$ cat src/rtl/core/rpsm_pkg.sv
package rpsm_pkg;

    typedef enum logic
    {
        OP_PULSE = 1'b0,
        OP_QUERY = 1'b1
    } op_t;

    typedef struct packed
    {
        op_t         op;
        logic [31:0] now_ms;
        logic [9:0]  gps_speed_kmh;
        logic [7:0]  gps_fix_age;
    } item_t;

    typedef struct packed
    {
        logic [9:0] reported_speed;
        logic [8:0] wheel_speed;
        logic       from_gps;
        logic       timed_out;
    } res_t;

    localparam logic REG_CIRC     = 1'b0;
    localparam logic REG_TAKEOVER = 1'b1;

    localparam logic [8:0] CIRC_RESET     = 9'd196;
    localparam logic [8:0] TAKEOVER_RESET = 9'd80;

    localparam logic [31:0] WINDOW_MS   = 32'd250;
    localparam logic [31:0] TIMEOUT_MS  = 32'd1000;
    localparam logic [31:0] DEBOUNCE_MS = 32'd15;
    localparam logic [4:0]  PEAK_MAX    = 5'd31;
    localparam logic [7:0]  FIX_AGE_MAX = 8'd2;

    localparam int DIV_W = 33;
    localparam int CNT_W = $clog2(DIV_W + 1);
    localparam logic [CNT_W-1:0] DIV_STEPS = CNT_W'(DIV_W);
    localparam logic [DIV_W-1:0] SPEED_LIMIT = DIV_W'(299);

    localparam int QUEUE_DEPTH = 2;
    localparam int QPTR_W = $clog2(QUEUE_DEPTH);
    localparam int QCNT_W = $clog2(QUEUE_DEPTH + 1);

endpackage

$ cat src/rtl/core/reed_pulse_speed_meter_unit.sv
// Path: a queue entry, then the back end's result register, then the output register;
// a pulse that closes a window also passes MULT, START, WAIT and the 33-step restoring
// divider. The back end takes a new item only after the last result has left EMIT.
// A 2-item queue sits in front; the output register accepts when empty or not stalled.
// Reset (rst_n low, asynchronous): queue empty, window start and last count 0,
// peak count 1, wheel speed 0, circumference 196 cm, takeover 80 km/h.
module reed_pulse_speed_meter_unit
(
    input  logic        clk,
    input  logic        rst_n,
    input  logic        in_valid,
    output logic        in_stall,
    input  logic        mode,
    input  logic [31:0] now_ms,
    input  logic [9:0]  gps_speed_kmh,
    input  logic [7:0]  gps_fix_age,
    output logic        out_valid,
    input  logic        out_stall,
    output logic [9:0]  reported_speed,
    output logic [8:0]  wheel_speed,
    output logic        from_gps,
    output logic        timed_out,
    input  logic        cfg_valid,
    output logic        cfg_ready,
    input  logic        cfg_index,
    input  logic [8:0]  cfg_data
);

    logic [8:0]      circ_reg;
    logic [8:0]      takeover_reg;
    logic            q_valid;
    rpsm_pkg::item_t q_item;
    logic            q_pop;
    logic            res_valid;
    rpsm_pkg::res_t  res;
    logic            res_ready;
    logic            out_valid_reg;
    rpsm_pkg::res_t  out_reg;

    assign cfg_ready      = 1'b1;
    assign res_ready      = !out_valid_reg || !out_stall;
    assign out_valid      = out_valid_reg;
    assign reported_speed = out_reg.reported_speed;
    assign wheel_speed    = out_reg.wheel_speed;
    assign from_gps       = out_reg.from_gps;
    assign timed_out      = out_reg.timed_out;

    rpsm_front u_front
    (
        .clk           (clk),
        .rst_n         (rst_n),
        .in_valid      (in_valid),
        .in_stall      (in_stall),
        .mode          (mode),
        .now_ms        (now_ms),
        .gps_speed_kmh (gps_speed_kmh),
        .gps_fix_age   (gps_fix_age),
        .q_valid       (q_valid),
        .q_item        (q_item),
        .q_pop         (q_pop)
    );

    rpsm_back u_back
    (
        .clk       (clk),
        .rst_n     (rst_n),
        .circ      (circ_reg),
        .takeover  (takeover_reg),
        .q_valid   (q_valid),
        .q_item    (q_item),
        .q_pop     (q_pop),
        .res_valid (res_valid),
        .res       (res),
        .res_ready (res_ready)
    );

    always_ff @(posedge clk or negedge rst_n)
    begin
        if (!rst_n)
        begin
            circ_reg     <= rpsm_pkg::CIRC_RESET;
            takeover_reg <= rpsm_pkg::TAKEOVER_RESET;
        end
        else if (cfg_valid && cfg_ready)
        begin
            case (cfg_index)
                rpsm_pkg::REG_CIRC:     circ_reg     <= cfg_data;
                rpsm_pkg::REG_TAKEOVER: takeover_reg <= cfg_data;
                default:                circ_reg     <= circ_reg;
            endcase
        end
    end

    always_ff @(posedge clk)
    begin
        if (res_valid && res_ready)
        begin
            out_reg <= res;
        end
    end

    always_ff @(posedge clk or negedge rst_n)
    begin
        if (!rst_n)
        begin
            out_valid_reg <= 1'b0;
        end
        else if (res_ready)
        begin
            out_valid_reg <= res_valid;
        end
    end

    a_gps_not_timeout: assert property (@(posedge clk) disable iff (!rst_n)
        out_valid |-> !(from_gps && timed_out))
        else $error("gps result flagged as timeout");

    a_timeout_zero: assert property (@(posedge clk) disable iff (!rst_n)
        (out_valid && timed_out) |-> (reported_speed == '0 && wheel_speed == '0))
        else $error("timeout item with non-zero speed");

    a_speed_range: assert property (@(posedge clk) disable iff (!rst_n)
        out_valid |-> (wheel_speed < 9'd299))
        else $error("stored wheel speed out of range");

    a_gps_above: assert property (@(posedge clk) disable iff (!rst_n)
        (out_valid && from_gps) |-> (reported_speed > {1'b0, takeover_reg}))
        else $error("gps speed reported below takeover");

endmodule

$ cat src/rtl/core/rpsm_front.sv
module rpsm_front
(
    input  logic                 clk,
    input  logic                 rst_n,
    input  logic                 in_valid,
    output logic                 in_stall,
    input  logic                 mode,
    input  logic [31:0]          now_ms,
    input  logic [9:0]           gps_speed_kmh,
    input  logic [7:0]           gps_fix_age,
    output logic                 q_valid,
    output rpsm_pkg::item_t      q_item,
    input  logic                 q_pop
);

    rpsm_pkg::item_t                   entry_reg [rpsm_pkg::QUEUE_DEPTH];
    logic [rpsm_pkg::QPTR_W-1:0]       wr_ptr_reg;
    logic [rpsm_pkg::QPTR_W-1:0]       rd_ptr_reg;
    logic [rpsm_pkg::QCNT_W-1:0]       count_reg;
    logic                              push;
    logic                              pop;
    rpsm_pkg::item_t                   new_item;

    assign in_stall = (count_reg == rpsm_pkg::QCNT_W'(rpsm_pkg::QUEUE_DEPTH));
    assign push     = in_valid && !in_stall;
    assign q_valid  = (count_reg != '0);
    assign pop      = q_pop && q_valid;
    assign q_item   = entry_reg[rd_ptr_reg];

    always_comb
    begin
        new_item.op            = rpsm_pkg::op_t'(mode);
        new_item.now_ms        = now_ms;
        new_item.gps_speed_kmh = gps_speed_kmh;
        new_item.gps_fix_age   = gps_fix_age;
    end

    always_ff @(posedge clk)
    begin
        if (push)
        begin
            entry_reg[wr_ptr_reg] <= new_item;
        end
    end

    always_ff @(posedge clk or negedge rst_n)
    begin
        if (!rst_n)
        begin
            wr_ptr_reg <= '0;
            rd_ptr_reg <= '0;
            count_reg  <= '0;
        end
        else
        begin
            if (push)
            begin
                wr_ptr_reg <= wr_ptr_reg + 1'b1;
            end
            if (pop)
            begin
                rd_ptr_reg <= rd_ptr_reg + 1'b1;
            end
            if (push && !pop)
            begin
                count_reg <= count_reg + 1'b1;
            end
            else if (pop && !push)
            begin
                count_reg <= count_reg - 1'b1;
            end
        end
    end

endmodule

$ cat src/rtl/core/rpsm_div.sv
module rpsm_div
(
    input  logic                        clk,
    input  logic                        rst_n,
    input  logic                        start,
    input  logic [rpsm_pkg::DIV_W-1:0]  num,
    input  logic [rpsm_pkg::DIV_W-1:0]  den,
    output logic                        done,
    output logic [rpsm_pkg::DIV_W-1:0]  quot
);

    logic [rpsm_pkg::DIV_W-1:0] rem_reg;
    logic [rpsm_pkg::DIV_W-1:0] quo_reg;
    logic [rpsm_pkg::DIV_W-1:0] den_reg;
    logic [rpsm_pkg::CNT_W-1:0] cnt_reg;
    logic                       busy_reg;
    logic                       done_reg;
    logic [rpsm_pkg::DIV_W:0]   rem_shift;
    logic                       ge;
    logic [rpsm_pkg::DIV_W:0]   trial;

    // restoring division, one quotient bit a cycle
    assign rem_shift = {rem_reg, quo_reg[rpsm_pkg::DIV_W-1]};
    assign ge        = (rem_shift >= {1'b0, den_reg});
    assign trial     = ge ? (rem_shift - {1'b0, den_reg}) : rem_shift;
    assign done      = done_reg;
    assign quot      = quo_reg;

    always_ff @(posedge clk)
    begin
        if (start)
        begin
            rem_reg <= '0;
            quo_reg <= num;
            den_reg <= den;
        end
        else if (busy_reg)
        begin
            rem_reg <= trial[rpsm_pkg::DIV_W-1:0];
            quo_reg <= {quo_reg[rpsm_pkg::DIV_W-2:0], ge};
        end
    end

    always_ff @(posedge clk or negedge rst_n)
    begin
        if (!rst_n)
        begin
            cnt_reg  <= '0;
            busy_reg <= 1'b0;
            done_reg <= 1'b0;
        end
        else
        begin
            done_reg <= 1'b0;
            if (start)
            begin
                cnt_reg  <= rpsm_pkg::DIV_STEPS;
                busy_reg <= 1'b1;
            end
            else if (busy_reg)
            begin
                cnt_reg <= cnt_reg - 1'b1;
                if (cnt_reg == rpsm_pkg::CNT_W'(1))
                begin
                    busy_reg <= 1'b0;
                    done_reg <= 1'b1;
                end
            end
        end
    end

endmodule

$ cat src/rtl/core/rpsm_back.sv
module rpsm_back
(
    input  logic                clk,
    input  logic                rst_n,
    input  logic [8:0]          circ,
    input  logic [8:0]          takeover,
    input  logic                q_valid,
    input  rpsm_pkg::item_t     q_item,
    output logic                q_pop,
    output logic                res_valid,
    output rpsm_pkg::res_t      res,
    input  logic                res_ready
);

    typedef enum logic [4:0]
    {
        ST_IDLE  = 5'b00001,
        ST_MULT  = 5'b00010,
        ST_START = 5'b00100,
        ST_WAIT  = 5'b01000,
        ST_EMIT  = 5'b10000
    } state_t;

    state_t         state_reg, state_next;
    logic [31:0]    window_start_reg, window_start_next;
    logic [31:0]    last_counted_reg, last_counted_next;
    logic [4:0]     peak_reg, peak_next;
    logic [8:0]     speed_reg, speed_next;
    logic [31:0]    now_reg, now_next;
    logic [31:0]    elapsed_reg, elapsed_next;
    logic [19:0]    prod_reg, prod_next;
    rpsm_pkg::res_t res_reg, res_next;

    logic [31:0]    elapsed;
    logic [31:0]    since_count;
    logic [13:0]    cp;
    logic           div_start;
    logic           div_done;
    logic [rpsm_pkg::DIV_W-1:0] div_num;
    logic [rpsm_pkg::DIV_W-1:0] div_den;
    logic [rpsm_pkg::DIV_W-1:0] div_quot;

    assign elapsed     = q_item.now_ms - window_start_reg;
    assign since_count = q_item.now_ms - last_counted_reg;
    assign cp          = {5'b0, circ} * {9'b0, peak_reg};
    // rounded C*P*36/e as floor((2*C*P*36 + e) / (2*e))
    assign div_num     = {12'b0, prod_reg, 1'b0} + {1'b0, elapsed_reg};
    assign div_den     = {elapsed_reg, 1'b0};
    assign div_start   = (state_reg == ST_START);
    assign res_valid   = (state_reg == ST_EMIT);
    assign res         = res_reg;

    rpsm_div u_div
    (
        .clk   (clk),
        .rst_n (rst_n),
        .start (div_start),
        .num   (div_num),
        .den   (div_den),
        .done  (div_done),
        .quot  (div_quot)
    );

    always_comb
    begin
        state_next        = state_reg;
        window_start_next = window_start_reg;
        last_counted_next = last_counted_reg;
        peak_next         = peak_reg;
        speed_next        = speed_reg;
        now_next          = now_reg;
        elapsed_next      = elapsed_reg;
        prod_next         = prod_reg;
        res_next          = res_reg;
        q_pop             = 1'b0;

        case (state_reg)
            ST_IDLE:
            begin
                if (q_valid)
                begin
                    q_pop                  = 1'b1;
                    res_next.reported_speed = '0;
                    res_next.from_gps       = 1'b0;
                    res_next.timed_out      = 1'b0;
                    res_next.wheel_speed    = speed_reg;
                    state_next              = ST_EMIT;
                    case (q_item.op)
                        rpsm_pkg::OP_QUERY:
                        begin
                            if (elapsed < rpsm_pkg::TIMEOUT_MS)
                            begin
                                if ((speed_reg > takeover)
                                    && (q_item.gps_speed_kmh > {1'b0, takeover})
                                    && (q_item.gps_fix_age <= rpsm_pkg::FIX_AGE_MAX))
                                begin
                                    res_next.reported_speed = q_item.gps_speed_kmh;
                                    res_next.from_gps       = 1'b1;
                                end
                                else
                                begin
                                    res_next.reported_speed = {1'b0, speed_reg};
                                end
                            end
                            else
                            begin
                                speed_next           = '0;
                                res_next.wheel_speed = '0;
                                res_next.timed_out   = 1'b1;
                            end
                        end
                        rpsm_pkg::OP_PULSE:
                        begin
                            if (elapsed > rpsm_pkg::WINDOW_MS)
                            begin
                                now_next     = q_item.now_ms;
                                elapsed_next = elapsed;
                                state_next   = ST_MULT;
                            end
                            else if (since_count > rpsm_pkg::DEBOUNCE_MS)
                            begin
                                if (peak_reg < rpsm_pkg::PEAK_MAX)
                                begin
                                    peak_next = peak_reg + 1'b1;
                                end
                                last_counted_next = q_item.now_ms;
                            end
                        end
                        default:
                        begin
                            state_next = ST_EMIT;
                        end
                    endcase
                end
            end
            ST_MULT:
            begin
                prod_next  = {1'b0, cp, 5'b0} + {4'b0, cp, 2'b0};
                state_next = ST_START;
            end
            ST_START:
            begin
                state_next = ST_WAIT;
            end
            ST_WAIT:
            begin
                if (div_done)
                begin
                    if (div_quot < rpsm_pkg::SPEED_LIMIT)
                    begin
                        speed_next           = div_quot[8:0];
                        res_next.wheel_speed = div_quot[8:0];
                    end
                    window_start_next = now_reg;
                    last_counted_next = now_reg;
                    peak_next         = 5'd1;
                    state_next        = ST_EMIT;
                end
            end
            ST_EMIT:
            begin
                if (res_ready)
                begin
                    state_next = ST_IDLE;
                end
            end
            default:
            begin
                state_next = ST_IDLE;
            end
        endcase
    end

    always_ff @(posedge clk)
    begin
        now_reg     <= now_next;
        elapsed_reg <= elapsed_next;
        prod_reg    <= prod_next;
        res_reg     <= res_next;
    end

    always_ff @(posedge clk or negedge rst_n)
    begin
        if (!rst_n)
        begin
            state_reg        <= ST_IDLE;
            window_start_reg <= '0;
            last_counted_reg <= '0;
            peak_reg         <= 5'd1;
            speed_reg        <= '0;
        end
        else
        begin
            state_reg        <= state_next;
            window_start_reg <= window_start_next;
            last_counted_reg <= last_counted_next;
            peak_reg         <= peak_next;
            speed_reg        <= speed_next;
        end
    end

endmodule

$ cat config.mk
export PLATFORM = sky130hd
export DESIGN_NAME = reed_pulse_speed_meter_unit
export DESIGN_NICKNAME = d
export VERILOG_FILES = /design/src/rtl/core/rpsm_pkg.sv /design/src/rtl/core/reed_pulse_speed_meter_unit.sv /design/src/rtl/core/rpsm_front.sv /design/src/rtl/core/rpsm_div.sv /design/src/rtl/core/rpsm_back.sv
export SDC_FILE = /design/constraint.sdc
export NUM_CORES = 1
export LEC_CHECK = 0
export ABC_CLOCK_PERIOD_IN_PS = 12050
export BUFFER_PORTS_ARGS = -buffer_cell sky130_fd_sc_hd__buf_4
export CORE_ASPECT_RATIO = 0.6
export CORE_MARGIN = 2
export CORE_UTILIZATION = 55
export CTS_BUF_LIST = sky130_fd_sc_hd__clkbuf_2 sky130_fd_sc_hd__clkbuf_4 sky130_fd_sc_hd__clkbuf_8
export DETAILED_ROUTE_END_ITERATION = 8
export PLACE_DENSITY = 0.79
export RECOVER_POWER = 50
export SLEW_MARGIN = 10
export SYNTH_ARGS = -nofsm -noshare
export SYNTH_HDL_FRONTEND = slang
export SYNTH_SLANG_ARGS = --single-unit
$ cat constraint.sdc
create_clock -name clk -period 12.05 [get_ports clk]
set_clock_uncertainty 0.05 [all_clocks]
set_input_delay 3.0125 -clock clk [delete_from_list [all_inputs] [get_ports clk]]
set_output_delay 3.0125 -clock clk [all_outputs]
set_load 0.005 [all_outputs]
=== Yosys cells after proc, flatten, opt, wreduce, memory -nomap -nowiden ===
Memory sizes are Yosys's and may differ from the RTL's.
Cells that the tools add are included.

* Reduce and logical (&&, ||, !) cells: 29
* $lt $le $gt $ge: 9
* Bitwise gates (word level): 2
* Equality and inequality tests: 16
* Multiplexer cells: 49
* Multiply operators: 1
* Add/sub/neg operators: 11

{| class="wikitable"
|+ Operator list
! operator !! number
|-
| 32-bit two-way mux || 5
|-
| 33-bit two-way mux || 3
|-
| 32-bit one-hot mux with 2 select lines || 1
|-
| 32-bit subtractor || 2
|-
| 5-bit two-way mux || 11
|-
| 9-bit two-way mux || 5
|-
| 9-bit one-hot mux with 2 select lines || 2
|-
| 34-bit by 33-bit >= comparator with 1-bit output || 1
|-
| 21-bit by 32-bit adder with 33-bit output || 1
|-
| 33-bit by 9-bit less-than comparator with 1-bit output (second input constant) || 1
|-
| 33-bit subtractor || 1
|-
| 32-bit by 4-bit greater-than comparator with 1-bit output (second input constant) || 1
|-
| 32-bit by 8-bit greater-than comparator with 1-bit output (second input constant) || 1
|-
| 32-bit by 10-bit less-than comparator with 1-bit output (second input constant) || 1
|-
| 5-bit one-hot mux with 5 select lines || 1
|-
| 11-bit two-way mux || 2
|-
| 19-bit by 16-bit adder with 20-bit output || 1
|-
| 9-bit by 5-bit multiplier with 14-bit output || 1
|-
| 1-bit two-way mux || 13
|-
| 6-bit two-way mux || 2
|-
| 10-bit by 9-bit greater-than comparator with 1-bit output || 1
|-
| 10-bit two-way mux || 1
|-
| 2-bit by 1-bit inequality test with 1-bit output (second input constant) || 5
|-
| 5-bit one-hot mux with 2 select lines || 1
|-
| other kinds (28) || 53
|}

* Memories kept: 1
* Input port bits: 66
* Bits in writable memories: 102
* Flip-flop bits (word level): 338

{| class="wikitable"
|+ Memories
! memory !! words !! width !! rd ports !! clocked after Yosys merged registers in !! wr ports !! RTL line !! text
|-
| u_front.entry_reg || 2 || 51 || 1 || 0 || 1 || rpsm_front.sv:16 || <nowiki>rpsm_pkg::item_t entry_reg [rpsm_pkg::QUEUE_DEPTH];</nowiki>
|}

=== Longest topological paths before layout ===
Gate-level depths: netlist (run 1).
An unclocked memory read counts as a cell.

* Depth after elaboration: 9
* Depth in mapped cells: 25
* Depth with buffers taken out: 24

=== Hierarchy ===
From an unflattened synthesis (run 1), not the netlist that was laid out.

* Cell total of the unflattened synthesis: 2,319
* Area total of the unflattened synthesis: 26,152.6 um2

{| class="wikitable"
|+ Modules (own cells, without submodules)
! module !! seq. area each (um2) !! cells each !! area an instance (um2) !! instances
|-
| rpsm_back || 5,172.5 || 1,518 || 14,640.3 || 1
|-
| rpsm_div || 2,842.7 || 557 || 5,974.5 || 1
|-
| rpsm_front || 3,163.0 || 178 || 4,130.2 || 1
|-
| reed_pulse_speed_meter_unit || 1,112.3 || 66 || 1,407.6 || 1
|}

=== Worst setup path after synthesis (run 1) ===
No wires, ideal clock.

* Kind: register to register
* Start point: register u_front.rd_ptr_reg
* End point: register u_back.elapsed_reg[0] (enable)
* Data arrival time: 7.908 ns
* Setup time: 0.564 ns
* Buffers on the path: 2
* Period minus slack after synthesis: 8.522 ns
* Stages on the path, launching flop included: 15
* Path slack: 3.528 ns
* Path through: dfrtp_1 -> buf_2 -> clkbuf_1 -> mux2_2 -> ha_1 -> a21oi_1 -> nand2_1 -> a221o_1 -> a22o_1 -> a311oi_1 -> o21ai_0 -> xnor2_1 -> or4_4 -> nor2_1 -> nor3_1

{| class="wikitable"
|+ RTL lines
! element !! RTL line !! text
|-
| start, declared || rpsm_front.sv:18 || <nowiki>logic [rpsm_pkg::QPTR_W-1:0] rd_ptr_reg;</nowiki>
|-
| start signal, assigned || rpsm_front.sv:62 || <nowiki>rd_ptr_reg <= rd_ptr_reg + 1'b1;</nowiki>
|-
| end signal, assigned || rpsm_back.sv:177 || <nowiki>elapsed_reg <= elapsed_next;</nowiki>
|-
| end, declared || rpsm_back.sv:30 || <nowiki>logic [31:0] elapsed_reg, elapsed_next;</nowiki>
|}

==> key figures, run 1 <==
Global route
  – Initial antenna violation count: 0
  – Largest net degree at the start of global routing: 75
  – Vias in the first global route: 18,000
  – Global-route wire length before repair: 98,700 um
  – GRT Overall Usage: 0.262
  – Gr ovfl total: 0

Pwr
  – VDD IR max: 124 uV
  – LEAKAGE: 0.0116 uW
  – Power Density: 236 mW/mm^2

Outcome
  – Failing checks: capacitance limit, slew limit
  – Status: finished with violations

Route
  – DR iter-0 viols: 1,838
  – Detailed Route WL: 61,900 um
  – DR vias: 18,600
  – Drt pass-1 iters: 6
  – Routed WL per cell: 20.0 um
  – Via-to-Cell Ratio: 6.01
  – ANT nets after route: 0
  – Post-route DRC: 0

Logic synthesis
  – Cell count after synthesis: 2,321
  – Synth Cell Area: 0.0253 mm^2
  – Synth Area per Inst: approximately 11 um^2
  – Post-Syn Nets: 2,578
  – Synth async-reset ratio: 0.260
  – Number of distinct library cells after synthesis: 95
  – Sequential share of the synthesized area: 0.484
  – Top FF cell, synth: edfxtp_1
  – Yosys reg bits: 438
  – Synth warnings: 0
  – Post-synth EDFFs: 291

Critical path
  – Crit-path cells: clkbuf_1, mux2_1, ha_1, a21o_1, or3_1, o21ai_0, a211oi_2, a311oi_1, o21ai_0, xnor2_1, nor4b_1, nand4_1, a311o_2, nand2_2, buf_4, mux2_2
  – Crit path largest cell delay: approximately 1.4 ns
  – Startpoint Class: flip-flop
  – WS Path Type: reg2reg
  – Critical path fanouts, max: 32
  – Worst Setup End Kind: flip-flop
  – Crit path DAT: 8.35 ns
  – R2r startpoint: u_front.rd_ptr_reg$_DFFE_PN0P_
  – Req. time, crit path: 12.52 ns
  – Slowest-stage cell, CP: clkbuf_1
  – Crit path top cell by count: o21ai_0
  – Crit. Startpoint: u_front.rd_ptr_reg$_DFFE_PN0P_

STA
  – Worst-Margin Slew: 3.24 ns
  – Setup TNS: 0 ns
  – Max_slew headroom: -1.16
  – Final period util: 0.654
  – Final Setup Violations: 0
  – Final-report hold violation count: 0
  – Final Critical Period: 7.88 ns
  – Unrepaired setup endpoints after global routing: no
  – Fin. max-slew vios: 308
  – F_max: 0.127 GHz

Floorplanning
  – # IOs: 90
  – Die area: 0.0479 mm^2
  – Core area: 0.0451 mm^2
  – Row Count: 60
  – Initial Util: 0.562
  – Die X: about 280 um
  – Die span in y: 170 um

Clock network
  – CTS Root Cell: clkbuf_8
  – Clock Sinks: 438
  – Worst-path clk slew: ~0.070 ns
  – Hold-fix buffer count after cts: 0
  – Clock Latency Late Sink: roughly 0.64 ns
  – CTS tree: done
  – CTS buffer count: 61
  – Setup bufs post-CTS: 0
  – H-tree levels: 2
  – Cts repair resizes: 0
  – CTS max path bufs: 3

Worst hold path
  – HP Start: u_back.res[0]$_SDFFCE_PN0P_
  – Hold Crit Class: reg2reg

Place
  – Final RePlAce weighted congestion: a little under 1
  – I/O Buffers: 88
  – Final HPWL DP: 45,700 um

Final layout
  – Most frequent cells in the layout: 291 x edfxtp_1, 188 x inv_1, 170 x nand2_1
  – Final design utilization: 0.616
  – Final #Nets: 2,673
  – Area Overhead vs Synth: 9.74%
  – Max reg flops: 102
  – Number of antenna diodes: 0
  – Commonest non-fill, non-tap cell in the layout: edfxtp_1
  – Share of cells above drive strength 1: 0.117

Job
  – Max-cap violations: 7
-- metal layers --
metal,track usage,vias up,share of wire
li1,-,8645,-
met2,0.383,763,0.42
met4,0.0493,0,0.015
met3,0.0479,91,0.086
met5,0.00103,-,0
met1,0.407,9065,0.48
-- critical path, delay by kind of cell (launching register included) --
| kind | cells | cell delay [ns] |
|---|---|---|
| AO/OA/AOI/OAI | 6 | 2.39 |
| XOR/XNOR | 1 | 0.26 |
| adder cells (fa/ha/maj) | 1 | 0.43 |
| buffers and inverters | 2 | 1.95 |
| flip-flops | 1 | 0.73 |
| multiplexers | 2 | 0.88 |
| AND/OR/NAND/NOR | 4 | 0.98 |
-- synth_stat cells, types with 7 or more instances --
cell | n | area share
xor2_1 | 51 | 0.018
nand2b_1 | 27 | 0.0067
a211o_1 | 7 | 0.0024
or3_1 | 8 | 0.0020
and2_1 | 47 | 0.012
nor2b_1 | 23 | 0.0057
nor2_1 | 140 | 0.021
or4_1 | 9 | 0.0027
and3_1 | 19 | 0.0047
o21ai_0 | 127 | 0.025
nand4_1 | 21 | 0.0052
xnor2_1 | 67 | 0.023
nand3b_1 | 10 | 0.0030
a31oi_1 | 11 | 0.0027
clkbuf_1 | 62 | 0.0092
o211ai_1 | 15 | 0.0044
o31ai_1 | 7 | 0.0021
dfrtp_1 | 107 | 0.11
dfstp_2 | 7 | 0.0073
nor4_1 | 17 | 0.0042
a2111oi_0 | 10 | 0.0035
a21oi_1 | 131 | 0.026
o21a_1 | 26 | 0.0077
nand3_1 | 40 | 0.0079
fa_1 | 26 | 0.021
mux2_2 | 93 | 0.041
a21o_1 | 46 | 0.014
nor3_1 | 35 | 0.0069
dfxtp_1 | 33 | 0.026
ha_1 | 165 | 0.081
o21bai_1 | 9 | 0.0027
a22o_1 | 20 | 0.0069
a211oi_1 | 28 | 0.0083
or2_2 | 10 | 0.0025
nor4b_1 | 10 | 0.0035
mux2i_1 | 104 | 0.041
edfxtp_1 | 291 | 0.34
nand2_1 | 170 | 0.025
inv_1 | 189 | 0.028
-- per-stage QoR --
step | worst slack [ns] | power, uW | hold WS (ns) | instance area, um^2 | cells
2_1_floorplan | 3.53 | 4460 | 0.350 | 25300 | 2321
3_3_place_gp | 6.00 | 5170 | 0.352 | 26600 | 2973
3_5_place_dp | 5.76 | 5280 | 0.355 | 26600 | 2973
4_1_cts | 5.74 | 6530 | 0.340 | 28000 | 3089
5_1_grt | 3.67 | 6960 | 0.347 | 27800 | 3089
6_report | 4.17 | 6560 | 0.352 | 27800 | 3089
-- path summary, 6_finish.rpt --
check	cells past startpoint	endpoint	slack (ns)
worst min-delay path	0	timed_out$_DFFE_PP_	0.35
min in group asynchronous	1	circ_reg[8]$_DFFE_PN0P_	3.07
max in group asynchronous	2	u_back.window_start_reg[21]$_DFFE_PN0P_	6.73
worst max register to register	16	u_back.last_counted_reg[31]$_DFFE_PN0P_	4.17
worst max-delay path	16	u_back.last_counted_reg[31]$_DFFE_PN0P_	4.17
worst min register to register	0	timed_out$_DFFE_PP_	0.35
-- area by class of cell --
| class | count | area (um^2) |
|---|---|---|
| Timing Repair Buffer | 103 | 649 |
| Tap cell | 620 | 776 |
| Fill cell | 3621 | 17300 |
| Sequential cell | 438 | 12300 |
| Inverter | 189 | 709 |
| Multi-Input combinational cell | 1623 | 12100 |
| Clock inverter | 23 | 175 |
| Clock buffer | 93 | 1140 |
-- report_power, final --
part / total (uW) / internal, uW / leakage [uW] / switching, uW
clock network: 1240 / 649 / 0.000705 / 587
registers: 2390 / 2140 / 0.00450 / 253
logic: 2930 / 1100 / 0.00642 / 1820
-- cells by family (layout without fill, tap and decap cells) --
kind of cell             count (synthesis)  count (layout)  synth area share
AND/OR/NAND/NOR                        605             605             0.119
AO/OA/AOI/OAI                          509             509             0.131
flip-flops                             438             438             0.484
buffers and inverters                  260             408            0.0397
multiplexers                           197             197            0.0824
adder cells (fa/ha/maj)                193             193             0.103
XOR/XNOR                               118             118            0.0408
other                                    1               1          0.000148
(Power assumes the default switching activity.)
==> inputs of run 2 (changes only) <==
ABC_CLOCK_PERIOD_IN_PS = 6800   (was 12050)
PLACE_DENSITY = 0.82   (was 0.79)
clock period = 6.8 ns   (was 12.05 ns; I/O delays follow)
==> key figures, run 2 (same netlist as run 1, synthesis figures left out) <==
Global route
  – Vias in the first global route: 18,000 (-0.26%)
  – Gr ovfl total: 0 (unchanged)
  – Global-route wire length before repair: 98,700 um (about the same)
  – Initial antenna violation count: 0 (unchanged)
  – GRT Overall Usage: 0.263 (+0.00115)
  – Largest net degree at the start of global routing: 74 (-1.3%)

Place
  – Final RePlAce weighted congestion: 0.949 (-1.3%)
  – I/O Buffers: 88 (unchanged)
  – Final HPWL DP: 45,900 um (+0.38%)

Clock network
  – Clock Sinks: 438 (unchanged)
  – CTS Root Cell: clkbuf_8
  – Worst-path clk slew: 0.06 ns (about the same)
  – Hold-fix buffer count after cts: 0 (unchanged)
  – CTS buffer count: 67 (+9.8%)
  – CTS tree: done
  – H-tree levels: 3 (+1)
  – Clock Latency Late Sink: 0.65 ns (about the same)
  – Cts repair resizes: 0 (unchanged)
  – CTS max path bufs: 3 (unchanged)
  – Setup bufs post-CTS: 0 (unchanged)

Final layout
  – Share of cells above drive strength 1: 0.120 (+0.00330)
  – Commonest non-fill, non-tap cell in the layout: edfxtp_1
  – Final #Nets: 2,684 (+0.41%)
  – Max reg flops: 102 (unchanged)
  – Area Overhead vs Synth: 10.3%
  – Most frequent cells in the layout: 291 x edfxtp_1, 188 x inv_1, 170 x nand2_1
  – Number of antenna diodes: 0 (unchanged)

STA
  – Final Critical Period: 6.49 ns (-1.39 ns)
  – Worst-Margin Slew: 4.12 ns (+0.877 ns)
  – Max_slew headroom: -1.75 (-0.585)
  – Setup TNS: 0 ns (unchanged)
  – Fin. max-slew vios: 272 (-12%)
  – Unrepaired setup endpoints after global routing: no
  – F_max: 0.154 GHz (+21%)
  – Final Setup Violations: 0 (unchanged)
  – Final period util: 0.955 (+0.301)
  – Final-report hold violation count: 0 (unchanged)

Floorplanning
  – # IOs: 90 (unchanged)
  – Die span in y: 170 um (unchanged)
  – Die area: 0.0479 mm^2 (unchanged)
  – Die X: 281 um (unchanged)
  – Core area: 0.0451 mm^2 (unchanged)
  – Row Count: 60 (unchanged)
  – Initial Util: 0.562 (unchanged)

Route
  – DR vias: 18,700 (+0.52%)
  – Drt pass-1 iters: 8 (+2)
  – Routed WL per cell: 20.2 um (+0.64%)
  – Detailed Route WL: 62,400 um (+0.87%)
  – Post-route DRC: 0 (unchanged)
  – Via-to-Cell Ratio: 6.03 (+0.30%)
  – ANT nets after route: 0 (unchanged)
  – DR iter-0 viols: 2,062 (+12%)

Pwr
  – LEAKAGE: 0.0117 uW (+0.55%)
  – Total power: 11,800 uW (+79%)
  – VDD IR max: 202 uV (+62%)
  – Power Density: 421 mW/mm^2 (+79%)

Critical path
  – Crit path DAT: 6.93 ns (-1.42 ns)
  – WS Path Type: reg2reg
  – Worst Setup End Kind: flip-flop
  – Req. time, crit path: 7.24 ns (-5.28 ns)
  – Critical path fanouts, max: 32 (unchanged)
  – Startpoint Class: flip-flop

Outcome
  – Status: finished with violations
  – Failing checks: capacitance limit, slew limit

Worst hold path
  – Hold Crit Class: reg2reg

Job
  – Max-cap violations: 5 (-2)
run 2: changes by cell type in the layout (fill, tap and decap cells not counted), sizes merged:
cell	delta
buf	+8
bufinv	+2
clkbuf	-5
clkinv	+4
inv	-2
run 2: layer usage:
layer / vias to the layer above / wire length, um / GRT usage / share of wire
li1: 8665 / - / - / -
met1: 9137 / 29800 / 0.405 / 0.48
met2: 764 / 26100 / 0.376 / 0.42
met3: 95 / 5400 / 0.0559 / 0.087
met4: 0 / 1130 / 0.0642 / 0.018
met5: - / 0 / 0 / 0
run 2: metrics by stage:
stage	utilization	instances	hold WS [ns]	setup WS, ns	area [um^2]
2_1_floorplan	-	2321	0.350	0.254	25300
3_3_place_gp	0.592	2978	0.352	0.820	26700
3_5_place_dp	0.592	2978	0.355	0.681	26700
4_1_cts	0.622	3096	0.364	0.670	28100
5_1_grt	0.620	3096	0.375	0.0159	28000
6_report	0.620	3096	0.367	0.309	28000
run 2: layout make-up:
cell class              instances  area (um^2)
repair buffers                108          726
multi-input cells            1623        12100
inverters                     189          709
flip-flops and latches        438        12300
well taps                     620          776
fillers                      3495        17200
clock inverters                27          225
clock buffers                  91         1140
run 2: worst paths after layout:
path | endpoint | slack [ns] | start | cells past startpoint
worst min register to register | reported_speed[9]$_DFFE_PP_ | 0.37 | u_back.res[20]$_SDFFCE_PN0P_ | 0
max in group asynchronous | u_back.last_counted_reg[13]$_DFFE_PN0P_ | 1.88 | rst_n | 1
worst max-delay path | u_back.last_counted_reg[31]$_DFFE_PN0P_ | 0.31 | u_front.rd_ptr_reg$_DFFE_PN0P_ | 16
worst max register to register | u_back.last_counted_reg[31]$_DFFE_PN0P_ | 0.31 | u_front.rd_ptr_reg$_DFFE_PN0P_ | 16
min in group asynchronous | u_back.u_div.cnt_reg[5]$_DFFE_PN0P_ | 2.44 | rst_n | 1
worst min-delay path | reported_speed[9]$_DFFE_PP_ | 0.37 | u_back.res[20]$_SDFFCE_PN0P_ | 0
run 2: where the power goes:
part	switching, uW	total, uW	leakage [uW]	internal, uW
clock network	1050	2290	0.000712	1240
logic	3230	5220	0.00648	1990
registers	456	4250	0.00450	3800
total	4740	11800	0.0117	7030
run 2: critical path, stage by stage (launching register included):
cell      delay [ns]
dfrtp_1         0.90
buf_12          0.26
mux2_1          0.48
ha_1            0.44
a21oi_1         0.19
o21ai_0         0.21
a221o_1         0.41
a22o_1          0.21
a311oi_1        0.58
o21ai_0         0.28
xnor2_1         0.26
nor4b_1         0.30
nand4_1         0.23
a311o_2         0.49
nand2_2         0.11
buf_4           0.51
mux2_2          0.40
